--- config.mk ---
export PLATFORM = sky130hd
export DESIGN_NAME = bmc_mul32
export DESIGN_NICKNAME = d
export VERILOG_FILES = /design/src/design/bmc_pkg.sv /design/src/design/bmc_mul32.sv
export SDC_FILE = /design/constraint.sdc
export NUM_CORES = 2
export LEC_CHECK = 0
export ABC_CLOCK_PERIOD_IN_PS = 13380
export BUFFER_PORTS_ARGS = -buffer_cell sky130_fd_sc_hd__buf_4
export CORE_MARGIN = 2
export CORE_UTILIZATION = 30
export DETAILED_ROUTE_END_ITERATION = 8
export GPL_TIMING_DRIVEN = 0
export PLACE_DENSITY_LB_ADDON = 0.05
export SLEW_MARGIN = 5
export SYNTH_ARGS = -nofsm -noshare
export SYNTH_HDL_FRONTEND = slang
export SYNTH_SLANG_ARGS = --single-unit
--- constraint.sdc ---
create_clock -name clk -period 13.38 [get_ports clk]
set_input_delay 0.669 -clock clk [delete_from_list [all_inputs] [get_ports clk]]
set_output_delay 0.669 -clock clk [all_outputs]
set_load 0.01 [all_outputs]
--- src/design/bmc_pkg.sv ---
`default_nettype none
package bmc_pkg;

  localparam int MAX_RELEVANT_BITS = 9;
  localparam int SQ_W              = 6;
  localparam int MAGIC_W           = 64;
  localparam int HALF_W            = MAGIC_W / 2;
  localparam int NBITS_W           = 4;
  localparam int HASH_W            = MAX_RELEVANT_BITS;
  localparam int MAP_DEPTH         = 1 << HASH_W;
  localparam int EPOCH_W           = 6;

  // One board square per subset bit, lowest subset bit first
  typedef logic [MAX_RELEVANT_BITS-1:0][SQ_W-1:0] bmc_tab_t;

  // Request from the sequencer to the visited map
  typedef struct packed {
    logic              new_item;
    logic              mark;
    logic [HASH_W-1:0] addr;
  } bmc_vreq_t;

  function automatic logic [2:0] bmc_min3(input logic [2:0] a, input logic [2:0] b);
    bmc_min3 = (a < b) ? a : b;
  endfunction

  // Ray lengths, interior squares only: up-right, down-left, up-left, down-right
  function automatic logic [3:0][2:0] bmc_rays(input logic [SQ_W-1:0] sq);
    logic [2:0] rank;
    logic [2:0] file;
    logic [2:0] up;
    logic [2:0] down;
    logic [2:0] left;
    logic [2:0] right;
    rank  = sq[5:3];
    file  = sq[2:0];
    up    = (rank <= 3'd6) ? 3'd6 - rank : 3'd0;
    down  = (rank >= 3'd1) ? rank - 3'd1 : 3'd0;
    right = (file <= 3'd6) ? 3'd6 - file : 3'd0;
    left  = (file >= 3'd1) ? file - 3'd1 : 3'd0;
    bmc_rays[0] = bmc_min3(up, right);
    bmc_rays[1] = bmc_min3(down, left);
    bmc_rays[2] = bmc_min3(up, left);
    bmc_rays[3] = bmc_min3(down, right);
  endfunction

  function automatic logic [NBITS_W-1:0] bmc_nbits(input logic [SQ_W-1:0] sq);
    logic [3:0][2:0] r;
    r = bmc_rays(sq);
    bmc_nbits = NBITS_W'(r[0]) + NBITS_W'(r[1]) + NBITS_W'(r[2]) + NBITS_W'(r[3]);
  endfunction

  // Square that each subset bit lands on, modulo the board size
  function automatic bmc_tab_t bmc_table(input logic [SQ_W-1:0] sq);
    logic [3:0][2:0] r;
    logic [3:0]      b1;
    logic [3:0]      b2;
    logic [3:0]      b3;
    logic [3:0]      kk;
    logic [SQ_W-1:0] step;
    r  = bmc_rays(sq);
    b1 = 4'(r[0]);
    b2 = b1 + 4'(r[1]);
    b3 = b2 + 4'(r[2]);
    for (int k = 0; k < MAX_RELEVANT_BITS; k++) begin
      kk = 4'(k);
      if (kk < b1) begin
        step = SQ_W'(kk - 4'd0) + SQ_W'(1);
        bmc_table[k] = sq + SQ_W'(9) * step;
      end else if (kk < b2) begin
        step = SQ_W'(kk - b1) + SQ_W'(1);
        bmc_table[k] = sq - SQ_W'(9) * step;
      end else if (kk < b3) begin
        step = SQ_W'(kk - b2) + SQ_W'(1);
        bmc_table[k] = sq + SQ_W'(7) * step;
      end else begin
        step = SQ_W'(kk - b3) + SQ_W'(1);
        bmc_table[k] = sq - SQ_W'(7) * step;
      end
    end
  endfunction

  // Spread a subset index over the ray squares
  function automatic logic [MAGIC_W-1:0] bmc_spread(input bmc_tab_t tab,
                                                     input logic [HASH_W-1:0] s);
    logic [MAGIC_W-1:0] occ;
    occ = '0;
    for (int k = 0; k < MAX_RELEVANT_BITS; k++) begin
      if (s[k]) begin
        occ[tab[k]] = 1'b1;
      end
    end
    bmc_spread = occ;
  endfunction

endpackage
`default_nettype wire

--- src/design/bmc_mul32.sv ---
`default_nettype none
module bmc_mul32
  import bmc_pkg::*;
(
  input  wire logic                  clk,
  input  wire logic [HALF_W-1:0]     a,
  input  wire logic [HALF_W-1:0]     b,
  output logic      [2*HALF_W-1:0]   p
);

  // Register the 32x32 product
  always_ff @(posedge clk) begin
    p <= (2*HALF_W)'(a) * (2*HALF_W)'(b);
  end

endmodule
`default_nettype wire

==> results.cfg <==
[outcome]
status = finished, final reports clean

[critical_path]
slowest_stage = clkbuf_1
worstSetupPathDepth = 25
crit_arrival_ps = 9580
critPathLaunchType = input port
cp-endpoint = p[62]$_DFF_P_
cp_slowest_stage_delay_ps = 1020
critPathTopFamily = adder cells
worstPathRequired_ps = 13670
startpoint = b[8]
cp_num_buf_inv = 7
crit_type = in2reg
crit_top_cell = fa_1
cp-end-kind = register
crit_fanout = 10

[placed_design]
dp_slack_ps = 3860
dpl.hpwl_um = 130000
dp_cells = 5388
port_buffers = 128
place_congestion = 0.909

[timing]
fin_setup_tns_ps = 0
hold_viol = 0
rsz0062_at_grt = no
setup_viol = 0
finalCriticalPeriod_ps = 9300
slew_headroom = 0.0519
drv_slew = 0
worstMarginPinSlew_ps = 1420
setup_ws_ps = 4080
min_period_over_period = 0.695
clock.fmax_mhz = 108
hold_slack_ps = 655

[clock_tree]
cts_resized = 0
cts_buffers = 9
cts.sinks = 64
clock-root-buffer = clkbuf_16
clk_path_buf_depth = 2
ctsHoldBuffers = 0
cts_tree = built
post_cts_buffers = 0
clk_pin_slew_worst_paths_ps = 60
htreeDepth = 3

[logic_synthesis]
synth_edf_count = 0
synth_cells = 3748
ys_types = 57
async_flop_share = 0
synth-seq-area-share = 0.0369
synth_nets = 4972
syn_area_um2 = 34700
synth-main-ff-cell = dfxtp_1
ys_warn_count = 0
ys_seq_elements = 64
syn_area_per_cell_um2 = 9.25

[floorplanning]
io_pins = 129
design.core.area_um2 = 115000
rows = 124
die_h_um = 344
die_w_um = 344
initial_utilization = 0.303
die_area_um2 = 118000

[route]
drt-initial-drc-count = 1435
route.detailed.drc = 0
ant_nets = 0
routedWlPerCell_um = 28.3
first_pass_iters = 5
viasPerCell = 4.78
vias = 25800
totalWireLength_um = 153000

[global_route]
grt_pass1_wl_um = 215000
overflow = 0
grt_use_total = 0.264
antenna_found_initial = 30
grt_max_degree = 11
grt_pass1_vias = 28400

[cells_and_area]
instances_no_fill = 5411
drive_above_1_share = 0.0424
largest_register_ffs = 64
top_register = p
fin_nets = 5111
area_growth_pct = 9.21
top_regs = p: 64 flops

[flow_run]
maxCapViolations = 0

[hold_path]
hp-class = in2reg
## cell families after synthesis
| family | share of synthesized area |
|---|---|
| adders and majority gates | 0.612 |
| xor gates and xnor gates | 0.0152 |
| DFF | 0.0369 |
| and+or+nand+nor | 0.176 |
| AOI/OAI and AO/OA | 0.0415 |
| muxes | 0.000289 |
| buffers and inverters | 0.118 |
## layout make-up
| class | instances | area, um^2 |
|---|---|---|
| well taps | 1512 | 1890 |
| fillers | 12300 | 76600 |
| flip-flops and latches | 64 | 1280 |
| multi-input cells | 2599 | 29300 |
| plain buffers | 220 | 833 |
| diodes | 8 | 20.0 |
| repair buffers | 128 | 961 |
| clock inverters | 3 | 65.1 |
| inverters | 865 | 3250 |
| clock buffers | 12 | 256 |
## through the flow
step                area (um^2)   util
detailed placement        37500  0.328
finish                    37900  0.331
global route              37900  0.331
global placement          37500  0.328
CTS                       37900  0.331
floorplan                 34700      -
## layout by cell type, fill, tap and decap left out, types with 12 or more instances in the layout
cell and n:
xnor2_1 35, xor2_1 25, a21oi_1 63, ha_1 263, clkbuf_1 214, a21o_1 40, a31oi_1 12, and3_1 14
o21ai_0 21, and2_1 602, nand2_1 480, buf_4 128, nor2_1 20, inv_1 865, nand4_1 23, fa_1 896
dfxtp_1 64
## metal layers
layer  track usage  routed length (um)
met1         0.334               61900
met5             0                  13
met4         0.110                7610
met2         0.460               76300
met3        0.0269                7180
## synthesized netlist by cell type, drive strengths merged, types with 4 or more instances
cell	instances	area, um^2
and3	14	87.6
fa	896	17900
a221o	4	40.0
nor3	7	35.0
o21bai	11	86.3
xnor2	35	307
a21oi	66	342
and2	602	3770
a21o	40	300
xor2	25	219
ha	263	3290
clkbuf	213	800
dfxtp	64	1280
o21a	9	67.6
nand4	23	144
o31ai	5	78.8
nand3	10	50.1
buf	7	33.8
o21ai	26	130
nand2	480	1800
a31oi	12	75.1
a221oi	4	87.6
inv	865	3250
nor2	20	75.1
## worst min path at each step
stage	depth (start not counted)	slack, ps	to	start
after floorplan	1	800	p[0]$_DFF_P_	b[0]
after global placement	2	1040	p[0]$_DFF_P_	b[0]
after detailed placement	2	1030	p[0]$_DFF_P_	b[0]
after CTS	2	640	p[0]$_DFF_P_	b[0]
after global routing	2	660	p[0]$_DFF_P_	b[0]
final	2	660	p[0]$_DFF_P_	b[0]
Power is not shown: default switching activity piles up to over one toggle a cycle in this logic, so the estimate is an artifact.
