$ cat src/design/bmc_pkg.sv
`default_nettype none
package bmc_pkg;

  localparam int MAX_RELEVANT_BITS = 9;
  localparam int SQ_W              = 6;
  localparam int MAGIC_W           = 64;
  localparam int HALF_W            = MAGIC_W / 2;
  localparam int NBITS_W           = 4;
  localparam int HASH_W            = MAX_RELEVANT_BITS;
  localparam int MAP_DEPTH         = 1 << HASH_W;
  localparam int EPOCH_W           = 6;

  // One board square per subset bit, lowest subset bit first
  typedef logic [MAX_RELEVANT_BITS-1:0][SQ_W-1:0] bmc_tab_t;

  // Request from the sequencer to the visited map
  typedef struct packed {
    logic              new_item;
    logic              mark;
    logic [HASH_W-1:0] addr;
  } bmc_vreq_t;

  function automatic logic [2:0] bmc_min3(input logic [2:0] a, input logic [2:0] b);
    bmc_min3 = (a < b) ? a : b;
  endfunction

  // Ray lengths, interior squares only: up-right, down-left, up-left, down-right
  function automatic logic [3:0][2:0] bmc_rays(input logic [SQ_W-1:0] sq);
    logic [2:0] rank;
    logic [2:0] file;
    logic [2:0] up;
    logic [2:0] down;
    logic [2:0] left;
    logic [2:0] right;
    rank  = sq[5:3];
    file  = sq[2:0];
    up    = (rank <= 3'd6) ? 3'd6 - rank : 3'd0;
    down  = (rank >= 3'd1) ? rank - 3'd1 : 3'd0;
    right = (file <= 3'd6) ? 3'd6 - file : 3'd0;
    left  = (file >= 3'd1) ? file - 3'd1 : 3'd0;
    bmc_rays[0] = bmc_min3(up, right);
    bmc_rays[1] = bmc_min3(down, left);
    bmc_rays[2] = bmc_min3(up, left);
    bmc_rays[3] = bmc_min3(down, right);
  endfunction

  function automatic logic [NBITS_W-1:0] bmc_nbits(input logic [SQ_W-1:0] sq);
    logic [3:0][2:0] r;
    r = bmc_rays(sq);
    bmc_nbits = NBITS_W'(r[0]) + NBITS_W'(r[1]) + NBITS_W'(r[2]) + NBITS_W'(r[3]);
  endfunction

  // Square that each subset bit lands on, modulo the board size
  function automatic bmc_tab_t bmc_table(input logic [SQ_W-1:0] sq);
    logic [3:0][2:0] r;
    logic [3:0]      b1;
    logic [3:0]      b2;
    logic [3:0]      b3;
    logic [3:0]      kk;
    logic [SQ_W-1:0] step;
    r  = bmc_rays(sq);
    b1 = 4'(r[0]);
    b2 = b1 + 4'(r[1]);
    b3 = b2 + 4'(r[2]);
    for (int k = 0; k < MAX_RELEVANT_BITS; k++) begin
      kk = 4'(k);
      if (kk < b1) begin
        step = SQ_W'(kk - 4'd0) + SQ_W'(1);
        bmc_table[k] = sq + SQ_W'(9) * step;
      end else if (kk < b2) begin
        step = SQ_W'(kk - b1) + SQ_W'(1);
        bmc_table[k] = sq - SQ_W'(9) * step;
      end else if (kk < b3) begin
        step = SQ_W'(kk - b2) + SQ_W'(1);
        bmc_table[k] = sq + SQ_W'(7) * step;
      end else begin
        step = SQ_W'(kk - b3) + SQ_W'(1);
        bmc_table[k] = sq - SQ_W'(7) * step;
      end
    end
  endfunction

  // Spread a subset index over the ray squares
  function automatic logic [MAGIC_W-1:0] bmc_spread(input bmc_tab_t tab,
                                                     input logic [HASH_W-1:0] s);
    logic [MAGIC_W-1:0] occ;
    occ = '0;
    for (int k = 0; k < MAX_RELEVANT_BITS; k++) begin
      if (s[k]) begin
        occ[tab[k]] = 1'b1;
      end
    end
    bmc_spread = occ;
  endfunction

endpackage
`default_nettype wire

$ cat src/design/bmc_visit.sv
`default_nettype none
module bmc_visit
  import bmc_pkg::*;
(
  input  wire logic      clk,
  input  wire logic      rst,
  input  wire bmc_vreq_t req,
  output logic           hit,
  output logic           ready
);

  logic [EPOCH_W-1:0] mem [MAP_DEPTH];
  logic [EPOCH_W-1:0] rd_q;
  logic [EPOCH_W-1:0] epoch;
  logic               clr_busy;
  logic [HASH_W-1:0]  clr_addr;

  // Advance the epoch per item; sweep the map on wrap and after reset
  always_ff @(posedge clk) begin
    if (rst) begin
      epoch    <= EPOCH_W'(1);
      clr_busy <= 1'b1;
      clr_addr <= '0;
    end else begin
      if (clr_busy) begin
        clr_addr <= clr_addr + HASH_W'(1);
        if (clr_addr == {HASH_W{1'b1}}) begin
          clr_busy <= 1'b0;
        end
      end
      if (req.new_item) begin
        if (epoch == {EPOCH_W{1'b1}}) begin
          epoch    <= EPOCH_W'(1);
          clr_busy <= 1'b1;
          clr_addr <= '0;
        end else begin
          epoch <= epoch + EPOCH_W'(1);
        end
      end
    end
  end

  // Write the map: sweep clears, mark stamps the current epoch
  always_ff @(posedge clk) begin
    if (clr_busy) begin
      mem[clr_addr] <= '0;
    end else if (req.mark) begin
      mem[req.addr] <= epoch;
    end
  end

  // Read the map
  always_ff @(posedge clk) begin
    rd_q <= mem[req.addr];
  end

  assign hit   = (rd_q == epoch);
  assign ready = !clr_busy;

endmodule
`default_nettype wire

$ cat config.mk
export PLATFORM = sky130hd
export DESIGN_NAME = bmc_visit
export DESIGN_NICKNAME = d
export VERILOG_FILES = /design/src/design/bmc_pkg.sv /design/src/design/bmc_visit.sv
export SDC_FILE = /design/constraint.sdc
export NUM_CORES = 2
export LEC_CHECK = 0
export BUFFER_PORTS_ARGS = -buffer_cell sky130_fd_sc_hd__buf_4
export CAP_MARGIN = 10
export CORE_MARGIN = 3
export CORE_UTILIZATION = 45
export CTS_BUF_LIST = sky130_fd_sc_hd__clkbuf_8
export CTS_CLUSTER_DIAMETER = 60
export DETAILED_ROUTE_END_ITERATION = 8
export PLACE_DENSITY = 0.72
export SYNTH_ARGS = -nofsm -noshare
export SYNTH_HDL_FRONTEND = slang
export SYNTH_SLANG_ARGS = --single-unit
$ cat constraint.sdc
create_clock -name clk -period 12.2 [get_ports clk]
set_input_delay 0.61 -clock clk [delete_from_list [all_inputs] [get_ports clk]]
set_output_delay 0.61 -clock clk [all_outputs]
set_load 0.01 [all_outputs]
==> metrics.yaml <==
min_period_over_period: 0.385
synthCells: 6325
drc: 0
clk_pin_slew_worst_paths_ns: 0.07
fin_skew_ns: 0.0909
synth_cell_types: 70
viasPerCell: 6.15
post_drt_wl_per_cell_um: 28.7
clockBufferDepth: 4
avgSynthCellArea_um2: 19.4
pin_count: 15
relSlewSlack: 0.140
synth_seq_area_share: 0.757
final_hold_viol_count: 0
fin_crit_ns: 4.70
cts_tree: "built"
gp_congestion: 0.863
ant_nets: 0
cp.arrival_ns: 5.73
drive_gt1_frac: 0.175
grt_max_degree: 196
finalSetupViolations: 0
ys_ff_latch: 3094
grtUsageTotal: 0.210
rsz0062_at_grt: "no"
vias: 63800
syn-cell-area_mm2: 0.122
area_growth_pct: 8.73
synth-edff-count: 3072
cts_sinks: 3094
p_leak_uw: 0.0442
post_cts_resized: 0
initial_utilization: 0.455
endpoint_kind: "register"
final_cell_mix: "edfxtp_1 (3072), nor2_1 (591), mux2i_1 (536), mux4_2 (511), clkbuf_8 (457)"
grt_pass1_vias: 64000
syn-num-nets: 6341
worst_skew_pair.late_latency_ns: 1.12
grt_pass1_wl_mm: 436
worstMarginPinSlew_ns: 1.26
cts_inserted_buffers: 451
status: "finished, final reports clean"
synthFlopType: "edfxtp_1"
first_pass_iters: 6
globalRouteOverflowTotal: 0
tns_ns: 0
dp_hpwl_mm: 175
worst_ir_drop_vdd_mv: 0.134
synthArstFlopShare: 0
die-height_um: 528
maxCapViolations: 0
drt_iter0_drc: 8676
slew_violations: 0
core_mm2: 0.269
met2_usage: 0.335
path_class: "in2reg"
max_freq_mhz: 213
min_path_type: "in2reg"
use_met1: 0.286
worst-path-max-fanout: 110
clockRootBuffer: "clkbuf_8"
final_common_cell: "edfxtp_1"
nFillCells: 21100
ys_warn_count: 0
cts_setup_buffers: 0
start_kind: "input pin"
dieWidth_um: 528
rows: 190
nNetsFinal: 6491
antenna_found_initial: 16
holdWs_ns: 0.380
use_met3: 0.0469
die-area_mm2: 0.278
cts_hold_buf: 3
portBuffers: 14
grt.busiest_layer: "met2"
htree_levels: 5
wirelength_mm: 297
p_per_area_mw_per_mm2: 147
required_ns: 13.23
## metal layers
metal | up-vias | part of all wire
li1 | 26400 | -
met1 | 32800 | 0.38
met2 | 3964 | 0.48
met3 | 631 | 0.11
met4 | 8 | 0.036
met5 | - | 0.00016
## flip-flops by register name (all words and copies together) (netlist names)
name	flops
clr_addr	9
epoch	6
mem	3072
rd_q	6
clr_busy	1
## metrics by stage
step                power (uW)   util  area, um2  setup WS, ns  std cells
global placement         12400  0.465     125000          6.49       9571
detailed placement       12400  0.465     125000          6.41       9571
global route             20200  0.494     133000          7.31      10400
CTS                      19700  0.494     133000          7.59      10400
floorplan                12200      -     122000          2.97       6325
finish                   19600  0.494     133000          7.50      10400
## critical path, stage by stage
cell and delay (ns):
buf_8 0.36, buf_4 0.31, buf_12 0.54, buf_4 0.89, buf_4 0.76, mux4_2 0.36, nor3_1 0.07, nor4_1 0.84
nand2_1 0.14, nor4_1 0.41, and3_1 0.21
## cell usage after synthesis (43+ instances only)
master,number,area (um2)
edfxtp_1,3072,92200
nor2_1,592,2220
mux2i_1,536,5370
mux4_2,511,11500
o221ai_1,193,1690
clkbuf_1,165,619
nand2_1,165,619
o22ai_1,124,776
a21oi_1,99,495
nor3_1,92,460
buf_2,90,450
o21ai_0,87,435
buf_6,50,563
buf_8,46,691
nor4_1,43,269
## where the power goes
| part | total (uW) | switching [uW] | internal [uW] | leakage [uW] |
|---|---|---|---|---|
| Sequential | 11500 | 12.4 | 11500 | 0.0305 |
| Combinational | 648 | 443 | 204 | 0.00906 |
| Clock | 7460 | 3790 | 3670 | 0.00461 |
## area by class of cell
cell class	instances	area [um2]	share of cell area
Tap cell	3552	4440	0.0334
Antenna cell	5	12.5	0.0000940
Timing Repair Buffer	107	971	0.00729
Clock inverter	332	1610	0.0121
Multi-Input combinational cell	2815	27100	0.204
Inverter	6	30.0	0.000225
Sequential cell	3094	92700	0.696
Clock buffer	457	6290	0.0472
## final timing paths
| check | slack [ns] | start | to | cells after the start |
|---|---|---|---|---|
| setup / recovery | 7.50 | req[1] | rd_q[2]$_DFF_P_ | 11 |
| hold / removal | 0.38 | rst | epoch[4]$_SDFFE_PP0P_ | 3 |
| setup reg to reg | 7.59 | clr_busy$_SDFF_PP1_ | mem[182][4]$_DFFE_PP_ | 5 |
| hold reg to reg | 0.59 | clr_addr[8]$_SDFF_PP0_ | clr_addr[8]$_SDFF_PP0_ | 2 |
## kinds of logic after synthesis
kind of cell,after synthesis,synth area share
adders and majority gates,3,0.000306
buffers and inverters,416,0.0228
xor gates and xnor gates,18,0.00129
and+or+nand+nor,1050,0.0374
muxes,1066,0.142
AOI/OAI and AO/OA,678,0.0396
DFF,3094,0.757
Note: power is estimated with default switching activity, not from simulation.
